`src/rtl/core/ogru_ram.sv`:
```
// Generic single-port-write, single-port-read RAM with registered read.
// No dependencies.
module ogru_ram #(
    parameter int WIDTH = 8,
    parameter int DEPTH = 256
) (
    input  logic                     i_clk,
    input  logic                     i_we,
    input  logic [$clog2(DEPTH)-1:0] i_waddr,
    input  logic [WIDTH-1:0]         i_wdata,
    input  logic [$clog2(DEPTH)-1:0] i_raddr,
    output logic [WIDTH-1:0]         o_rdata
);

    logic [WIDTH-1:0] r_mem [DEPTH];

    always_ff @(posedge i_clk) begin
        if (i_we) begin
            r_mem[i_waddr] <= i_wdata;
        end
        o_rdata <= r_mem[i_raddr];
    end

endmodule

```
`config.mk`:
```
export PLATFORM = sky130hd
export DESIGN_NAME = ogru_ram
export DESIGN_NICKNAME = d
export VERILOG_FILES = /design/src/rtl/core/ogru_ram.sv
export SDC_FILE = /design/constraint.sdc
export NUM_CORES = 2
export LEC_CHECK = 0
export BUFFER_PORTS_ARGS = -buffer_cell sky130_fd_sc_hd__buf_2
export CORE_MARGIN = 5
export CORE_UTILIZATION = 48
export DETAILED_ROUTE_END_ITERATION = 12
export HOLD_SLACK_MARGIN = 0.06
export PLACE_DENSITY_LB_ADDON = 0.2
export SYNTH_ARGS = -nofsm -noshare
export SYNTH_HDL_FRONTEND = slang
export SYNTH_SLANG_ARGS = --single-unit
export TNS_END_PERCENT = 20
```
`constraint.sdc`:
```
create_clock -name i_clk -period 4.41 [get_ports i_clk]
set_clock_uncertainty 0.15 [all_clocks]
set_input_delay 0 -clock i_clk [delete_from_list [all_inputs] [get_ports i_clk]]
set_output_delay 0 -clock i_clk [all_outputs]
set_load 0.01 [all_outputs]
```
After elaboration in Yosys (flattened, before gate mapping):

Memories as Yosys holds them, arrays and structs flattened. A register that Yosys moved wholly into a read port is not among the register bits.
Index checks and enable logic that the tools add are counted.

* bits in writable memories: 2048
* memories: 1
* register bits: 0

Memories
* r_mem: depth 256, width 8, read ports 1, clocked after memory_dff 1, write ports 1, line 15 `logic [WIDTH-1:0] r_mem [DEPTH];`

* muxes and demuxes: 2

Operators with widths (number)
* 1-bit two-way mux: 2

Logic depth before layout (Yosys ltp):

* depth in word-level cells: 2
* gate-level depth with buffers: 11

Least setup slack after synthesis:

OpenSTA, ideal clock, no wires.

* kind: input to register
* start: input i_raddr[0]
* end: register o_rdata[2] (read register of r_mem)
* arrival time: 1807 ps
* setup slack: 2322 ps
* library setup time: 131 ps
* stages on the path: 9
* data required time: 4129 ps
* cells stage by stage: buf_6 > buf_12 > buf_8 > buf_2 > mux4_2 > a22oi_1 > a21oi_1 > nor4_1 > nor4_2

RTL lines
* start: declaration: line 11 `input logic [$clog2(DEPTH)-1:0] i_raddr,`
* end: declaration: line 12 `output logic [WIDTH-1:0] o_rdata`

==> metrics <==
via/cell ratio=between 6 and 7; Ys Warns=0; Worst Hold End=r_mem[212][0]$_DFFE_PP_; initial core utilization=between 40% and 50%; H-tree depth=4; area of the multi-input gates=about 17,000 um2; Setup Slack @ Placement=481 ps; Final period util=73.9%; worst setup margin=about 1200 ps; CP Class=input pin to register; die area=~170,000 um2; Hold Path Class=input pin to register; Worst slew margin=~17%; outcome=finished clean; clock-pin slew on the worst setup and hold paths=60 ps; FMAX=just over 0.3 GHz; total vias in the final route=39,200; CTS sink count=~2,100; Setup TNS=0 ps; deepest clock path buffer count=3; r2r setup slk=roughly 1300 ps; DR WL/cell=~32 um; Data arrival, critical path=~3800 ps; Post-Synthesis Cell Area=79,600 um2; WP data required=4940 ps; Peak VDD IR=0.412 mV; GRT overflow=0; First-pass DRT Iterations=6; CP peak stage delay=approximately 660 ps; Final Wtd Congestion=~0.83; nets=3,948; CTS Buf Count=slightly above 200; dpl hpwl=around 120,000 um; Post-synth EDFFs=about 2,000; Worst R2R Start=r_mem[43][3]$_DFFE_PP_; top_reg_cell synth=edfxtp_1; delay-heaviest family, CP=compound AO/OA/AOI/OAI gates; Worst Setup Start Kind=input pin; Synth top area share=between 70% and 80%; first-pass GRT wire length=between 200,000 and 300,000 um; DRT antenna net count=0; filler instances=~13,000; worst skew pair latency=approximately 830 ps; largest area contributor in the netlist=edfxtp_1; TritonCTS clock tree=done; Core ar.=between 150,000 and 200,000 um2; Worst Reg-to-Reg Cells=6; initial antenna violation count=5; CP Max Fanout=13; crit path time final=3260 ps; number of global-route vias before repair=roughly 39,000; WHS Path Cells=2; pins over their slew limit=0; CP Capture Type=register; Crit path depth=10; Die Y=roughly 420 um; Rows=between 100 and 150; Async SR Flop Fraction=0%; Syn Area/Cell=about 21 um2; RSZ-0062 raised after global routing=false; max cap viols=0; DRT iter0 DRCs=4,975; IO Port Bufs=33; # setup viols final=0; Slew @ Worst Pin=around 1200 ps; Post-Synthesis Cells=between 3,000 and 4,000; Area Overhead vs Synth=12.2%; Static Leakage=~28 nW; GRT Resource Usage Total=23.1%; Final Hold Vio Count=0; Crit path buffers/inverters=4; Synth area leaders=edfxtp_1, mux4_2, mux2i_1; Synth Register Bits=between 2,000 and 2,500; R2R Path End=o_rdata[3]$_DFF_P_; Power per Cell Area=roughly 450 nW/um2; Slowest cell on crit path=a211oi_1; num ports=34; die width=about 420 um; Post-Syn Nets=around 3,800; layout cells sized above 1=roughly a quarter; largest net degree at the start of global routing=150; Post-Route WL=~200,000 um; Netlist cell types=55; critical-path cell list=dlygate4sd3_1 > buf_2 > buf_4 > nand2b_1 > a211oi_1 > a311oi_1 > o221ai_1 > a211oi_1 > buf_4 > nor4_1; sequential area share after synthesis=about 78%; FF+latch area=around 62,000 um2; Hold Path Origin=i_wdata[0]; root buf cell=clkbuf_16; drt drc=0
==> cell families after synthesis <==
family | synth area share (%)
AND/OR/NAND/NOR | 2.63
multiplexers | 14.6
buffers and inverters | 1.83
flip-flops | 77.5
AO/OA/AOI/OAI | 3.42
==> cell usage in the layout, fill, tap and decap left out, types with 16 or more instances in the layout <==
cell type	count
buf_12	22
nand3_1	28
nand2_1	33
bufinv_16	16
nor2b_1	28
clkbuf_16	205
clkbuf_1	37
o22ai_1	28
clkinv_1	58
edfxtp_1	2048
clkinv_2	37
mux4_2	454
buf_2	22
mux2i_1	134
nor2_1	279
a22oi_1	133
a21oi_1	96
a211oi_1	16
nor4_1	24
dlygate4sd3_1	19
o221ai_1	46
buf_4	144
nor3_1	22
==> timing repair <==
item,CTS,global route
setup buffers,0,0
gates resized for setup,0,0
hold buffers,19,0
hold endpoints to repair,2230,0
==> through the flow <==
step	hold slack, ps	util [%]	instance area, um2	cells	power (mW)
floorplan	-51.1	-	79600	3733	23.0
global route	148	54.2	89300	6280	41.4
finish	118	54.2	89300	6282	40.3
global placement	316	50.2	82700	5887	24.0
detailed placement	310	50.2	82700	5887	24.0
CTS	116	54.2	89300	6280	40.5
==> routing by layer <==
metal  vias to the layer above  routed length [um]  GRT usage [%]  share of wire (%)
li1                      16100                   -              -                  -
met1                     21100               84200           34.0                 42
met2                      1715               94500           35.4                 47
met3                       262               16900           4.90                8.4
met4                         0                5410           6.40                2.7
met5                         -                   0              0                  0
==> flip-flops by register name (all words and copies together), names as in the netlist <==
name,cells
r_mem,2048
o_rdata,8
==> Yosys cell counts, drive strengths merged (2+ instances only) <==
cell and n:
nor3 22, nand2 33, a31oi 2, or2 4, o22ai 28, o22a 5, a22o 8, nor2 282
and2 6, a21oi 96, nor4 27, nor2b 31, nand2b 8, o221ai 47, a311oi 2, nand3 34
a2111oi 5, mux4 456, buf 122, mux2i 134, o21ai 12, clkbuf 111, dfxtp 8, o32ai 5
and3b 2, o211ai 10, a211oi 16, edfxtp 2048, nand4 10, nand3b 2, a22oi 133, a221oi 14
==> layout make-up <==
cell class                      count  area share (%)
Clock buffer                      242            5.90
Sequential cell                  2056            69.0
Antenna cell                        2         0.00560
Clock inverter                    132            1.27
Timing Repair Buffer              217            2.21
Tap cell                         2189            3.07
Inverter                            2         0.00841
Multi-Input combinational cell   1442            18.5
==> report_power, final <==
part / total, mW / switching [mW] / leakage [nW] / internal, mW
sequential: 21.6 / 0.0325 / 18.5 / 21.5
combinational: 1.99 / 1.31 / 5.96 / 0.676
clock: 16.7 / 7.27 / 3.13 / 9.45
total: 40.3 / 8.61 / 27.6 / 31.7
==> worst register-to-register path, delay by kind of cell, from the launching register on <==
kind	cells	cell delay, ps
flip-flops	1	370
AO/OA/AOI/OAI	3	1700
multiplexers	1	470
AND/OR/NAND/NOR	2	240
==> worst max path at each step <==
stage / from / endpoint
after floorplan: i_raddr[0] / o_rdata[2]$_DFF_P_
after global placement: i_raddr[0] / o_rdata[3]$_DFF_P_
after detailed placement: i_raddr[0] / o_rdata[3]$_DFF_P_
after CTS: i_raddr[5] / o_rdata[5]$_DFF_P_
after global routing: i_raddr[0] / o_rdata[3]$_DFF_P_
final: i_raddr[5] / o_rdata[5]$_DFF_P_
Note: power is estimated with default switching activity, not from simulation.
