`src/rtl/core/ogru_pkg.sv`:
```
// Package for the occupancy grid ray update block.
// Holds operation codes, register indexes and shared types. No dependencies.
package ogru_pkg;

    localparam logic [1:0] OP_BEGIN = 2'd0;
    localparam logic [1:0] OP_HIT   = 2'd1;
    localparam logic [1:0] OP_FREE  = 2'd2;
    localparam logic [1:0] OP_READ  = 2'd3;

    localparam logic [2:0] REG_HIT_INC   = 3'd0;
    localparam logic [2:0] REG_FREE_DEC  = 3'd1;
    localparam logic [2:0] REG_OCC_THR   = 3'd2;
    localparam logic [2:0] REG_CLR_THR   = 3'd3;
    localparam logic [2:0] REG_MIN_SCORE = 3'd4;
    localparam logic [2:0] REG_MAX_SCORE = 3'd5;

    localparam logic [1:0] ST_UNKNOWN  = 2'd0;
    localparam logic [1:0] ST_FREE     = 2'd1;
    localparam logic [1:0] ST_OCCUPIED = 2'd2;

    typedef struct packed {
        logic [7:0]         hit_inc;
        logic [7:0]         free_dec;
        logic signed [15:0] occ_thr;
        logic signed [15:0] clr_thr;
        logic signed [15:0] min_score;
        logic signed [15:0] max_score;
    } t_cfg;

    // cell word: {visited, confirmed, score}
    typedef struct packed {
        logic               visited;
        logic               confirmed;
        logic signed [15:0] score;
    } t_cell;

endpackage

```
`src/rtl/core/ogru_cell_alu.sv`:
```
// Shared cell update unit: saturating score add or subtract and mark update.
// Depends on ogru_pkg.
module ogru_cell_alu (
    input  ogru_pkg::t_cfg  i_cfg,
    input  ogru_pkg::t_cell i_cell,
    input  logic            i_hit_end,
    output ogru_pkg::t_cell o_cell,
    output logic            o_newly
);

    logic signed [17:0] sum;
    logic signed [15:0] clamped;
    logic               conf;
    logic               old_occ;

    always_comb begin
        if (i_hit_end) begin
            sum = 18'(i_cell.score) + $signed({10'd0, i_cfg.hit_inc});
        end else begin
            sum = 18'(i_cell.score) - $signed({10'd0, i_cfg.free_dec});
        end
        if (sum < 18'(i_cfg.min_score)) begin
            clamped = i_cfg.min_score;
        end else if (sum > 18'(i_cfg.max_score)) begin
            clamped = i_cfg.max_score;
        end else begin
            clamped = sum[15:0];
        end
        old_occ = i_cell.visited & i_cell.confirmed;
        if (i_hit_end) begin
            conf = i_cell.confirmed | (clamped >= i_cfg.occ_thr);
        end else begin
            conf = i_cell.confirmed & ~(clamped <= i_cfg.clr_thr);
        end
        o_cell.visited   = 1'b1;
        o_cell.confirmed = conf;
        o_cell.score     = clamped;
        o_newly          = i_hit_end & ~old_occ & conf;
    end

endmodule

```
`config.mk`:
```
export PLATFORM = sky130hd
export DESIGN_NAME = ogru_cell_alu
export DESIGN_NICKNAME = d
export VERILOG_FILES = /design/src/rtl/core/ogru_pkg.sv /design/src/rtl/core/ogru_cell_alu.sv
export SDC_FILE = /design/constraint.sdc
export NUM_CORES = 1
export LEC_CHECK = 0
export BUFFER_PORTS_ARGS = -buffer_cell sky130_fd_sc_hd__buf_2
export CORE_UTILIZATION = 25
export DETAILED_ROUTE_END_ITERATION = 7
export RECOVER_POWER = 50
export SLEW_MARGIN = 20
export SYNTH_ARGS = -nofsm -noshare
export SYNTH_HDL_FRONTEND = slang
export SYNTH_SLANG_ARGS = --single-unit
```
`constraint.sdc`:
```
create_clock -name vclk -period 9.6
set_input_delay 0.48 -clock vclk [all_inputs]
set_output_delay 0.48 -clock vclk [all_outputs]
set_load 0.01 [all_outputs]
```
Word level (Yosys, flattened, before mapping)
Index checks and enable logic that the tools add are counted.
{ "op_classes": {"add_sub_neg": 2, "mul": 0, "n_div": 0, "magnitude_cmp": 4, "eq_ne": 0, "n_shift": 0, "mux": 4, "bitwise_logic": 7, "reduce_logical": 0} }
{ "ops": {"columns": ["op", "count"], "rows": [
  ["two-way mux 16 bit", 2],
  ["> comparator 18 x 16 -> 1 bit", 1],
  ["< comparator 18 x 16 -> 1 bit", 1],
  ["two-way mux 18 bit", 1],
  ["adder 16 x 9 -> 17 bit", 1],
  ["subtractor 16 x 9 -> 17 bit", 1],
  [">= comparator 16 bit", 1],
  ["<= comparator 16 bit", 1],
  ["AND 1 bit", 4],
  ["inverter 1 bit", 2],
  ["two-way mux 1 bit", 1],
  ["bitwise OR 1 bit", 1]
]} }
{ "word_totals": {"reg_bits": 0, "latchBits": 0, "ram_bits": 0, "rom_bits": 0, "wordCells": 17, "memories": 0} }

Logic depth before layout (Yosys ltp)
{ "depth": {"ltp_word": 10, "depth_mapped": 31, "depth_no_buf": 29} }

Least setup slack after synthesis
Ideal clock, no wire load.
{ "synth_path": {"kind": "input -> output", "start": "input port i_cfg[66] (netlist name)", "end": "output port o_cell[16] (netlist name)", "arrival_ps": 6826, "path_slack_ps": 2294, "cell_stages": 30, "cell_sequence": "or3_1 > or2_1 > nor4_1 > ha_1 > mux2_2 > ha_1 > a21oi_1 > nand2_1 > o211ai_1 > a21oi_1 > o21ai_0 > nand2b_1 > xnor2_1 > ha_1 > inv_1 > or3_1 > a31oi_1 > a32o_1 > dlymetal6s2s_1 > nand2_1 > o21ai_2 > ha_1 > nor2b_1 > o211ai_1 > a2111oi_0 > or4b_1 > mux2_1 > o31ai_2 > o21ai_1 > buf_4"} }
{ "synth_rtl": {"columns": ["element", "line", "text"], "rows": [
  ["start, declared", "ogru_cell_alu.sv:4", "input ogru_pkg::t_cfg i_cfg,"],
  ["end, declared", "ogru_cell_alu.sv:7", "output ogru_pkg::t_cell o_cell,"]
]} }

==> impl_metrics.py <==
metrics = {
    "timing": {
        "fin_crit_sh_pct": 88.61,
        "setup_viol": 0,
        "slew-limit-headroom_pct": 46.01,
        "period_minus_slack_ns": 8.507,
        "rsz0062_at_grt": "no",
        "tns_ns": 0,
        "max_freq_mhz": 117.6,
        "drv_slew": 0,
        "worst_pin_slew_ns": 0.8098,
        "hold_violations": 0,
    },
    "grt": {
        "grt_pass1_wl_microns": 15300,
        "grt_overflow_total": 0,
        "antenna_found_initial": 0,
        "grt_max_degree": 24,
        "grt_pass1_vias": 3145,
        "grt_usage_pct": 14.12,
    },
    "detailed_routing": {
        "drcViolationCount": 0,
        "firstDrtPassIters": 4,
        "postRouteAntennaNets": 0,
        "wl_per_cell_microns": 13.05,
        "initialDrtViolationCount": 101,
        "wl_microns": 9487,
        "vias_per_cell": 4.669,
        "dr_total_vias": 3394,
    },
    "logic_synthesis": {
        "syn_area_per_cell_sq_um": 7.235,
        "netlist_area_sq_um": 3227,
        "synth_cells": 446,
        "ys_seq_area_share_pct": 0,
        "syn_nets": 630,
        "synth_warnings": 0,
        "synth_cell_types": 60,
    },
    "floorplan": {
        "placementRows": 41,
        "core_sq_um": 12620,
        "start_util_pct": 25.57,
        "die_h_microns": 115.6,
        "die-area_sq_um": 13370,
        "ios": 118,
        "fp.dieW_microns": 115.6,
    },
    "layout": {
        "final_nets": 740,
        "fill_cells": 1409,
        "clock_buffers": 0,
        "drive_gt1_share_pct": 24.37,
        "final_cell_mix": "buf_2, ha_1, inv_1, nand2_1, a21oi_1",
        "synthToLayoutAreaGrowth_pct": 22.30,
        "seqCellArea_sq_um": 0,
        "multi_input_area_sq_um": 2859,
        "stdcell_count": 727,
        "final_common_cell": "buf_2",
        "seq_cell_count": 0,
    },
    "power_and_ir_drop": {
        "p_leak_nw": 2.167,
        "p_sw_mw": 0.2775,
        "seq_power_share_pct": 0,
        "vdd_ir_drop_max_v": 0.00002687,
        "p_int_mw": 0.2067,
        "switching_share_pct": 57.31,
        "clockPowerShare_pct": 0,
        "p_per_area_nw_per_um2": 122.7,
        "combPwrFrac_pct": 100.0,
    },
    "place": {
        "place_inst": 726,
        "io_buffers": 117,
        "dpl.hpwl_microns": 8665,
        "gp_congestion": 0.8623,
    },
    "clock_tree": {
        "hold_buffers": 0,
        "cts_resized": 0,
        "post_cts_buffers": 0,
    },
    "critical_path": {
        "crit_fanout": 23,
        "endpoint_kind": "output pin",
        "worstSetupStartpoint": "i_cfg[66]",
        "cp.arrival_ns": 8.03,
        "cp-start-kind": "primary input",
        "slowest_delay_ns": 0.72,
        "critical_path_class": "in2out",
        "cp_slowest_cell": "a32o_1",
        "cp_common_cell": "ha_1",
        "worstPathRequired_ns": 9.12,
    },
    "outcome": {
        "status": "complete, no violations",
    },
    "min_path": {
        "hold_path_class": "in2out",
        "holdPathStages": 3,
        "hold_start": "i_cell[17]",
    },
    "job": {
        "cap_violations": 0,
    },
}
## stage by stage
stage / worst slack (ns) / instance area, sq um / hold slack (ns) / power [mW] / utilization (%)
final: 1.093 / 3946 / 1.216 / 0.4842 / 31.27
after global routing: 0.3723 / 3944 / 1.242 / 0.5525 / 31.25
after CTS: 1.124 / 3953 / 1.218 / 0.4940 / 31.32
after detailed placement: 1.132 / 3953 / 1.216 / 0.4912 / 31.32
after global placement: 1.243 / 3953 / 1.214 / 0.4890 / 31.32
after floorplan: 2.294 / 3227 / 1.037 / 0.3610 / -
## cell families after synthesis
kind of cell,count (synthesis),share of synthesized area [%]
buffers and inverters,84,11.17
other,1,0.1162
and+or+nand+nor,112,17.45
adders and majority gates,85,33.19
AOI/OAI and AO/OA,122,25.40
muxes,24,7.793
xor gates and xnor gates,18,4.886
## routing by layer
metal / routed length, microns / vias to the layer above / track usage, %
li1: - / 1818 / -
met1: 4796 / 1485 / 20.38
met2: 4131 / 89 / 24.19
met3: 538 / 2 / 0.9937
met4: 20 / 0 / 0.2564
met5: 0 / - / 0
## worst max-delay path: cells and delay by family
kind,cells,cell delay [ns]
AOI/OAI and AO/OA,13,3.28
and+or+nand+nor,7,1.82
adders and majority gates,4,1.24
muxes,2,0.61
buffers and inverters,3,0.58
## cell usage after synthesis (2+ instances only)
cell type	number	area share, %
nand2b_1	6	1.2
o2111ai_1	2	0.54
a31oi_1	6	1.2
a21oi_1	32	5.0
buf_4	3	0.70
nor2b_1	8	1.6
xnor2_1	10	2.7
nor2_1	18	2.1
o211ai_1	5	1.2
xor2_1	8	2.2
o21ai_2	10	2.7
a21o_1	13	3.0
mux2_2	4	1.4
o21bai_1	2	0.47
nand2_1	37	4.3
nand4_1	13	2.5
inv_1	74	8.6
a211oi_1	5	1.2
nor4_1	4	0.78
o21ai_0	19	2.9
o21a_1	4	0.93
nor3_1	7	1.1
clkbuf_1	3	0.35
ha_1	84	33
mux2i_1	18	5.6
or3_1	5	0.97
nand3_1	6	0.93
o21ai_1	8	1.2
## layout make-up
cell class	count	area share, %
Antenna cell	1	0.06341
Inverter	74	7.039
Multi-Input combinational cell	362	72.45
Tap cell	172	5.453
Timing Repair Buffer	118	15.00
## power groups by stage
stage / combinational, mW / clock [mW] / sequential [mW]
4_1_cts: 0.494 / 0 / 0
3_3_place_gp: 0.489 / 0 / 0
5_1_grt: 0.552 / 0 / 0
6_report: 0.484 / 0.0000000139 / 0
2_1_floorplan: 0.361 / 0 / 0
3_5_place_dp: 0.491 / 0 / 0
## final timing paths
check,endpoint
setup / recovery,o_cell[16]
hold / removal,o_newly
Note: power is estimated with default switching activity, not from simulation.
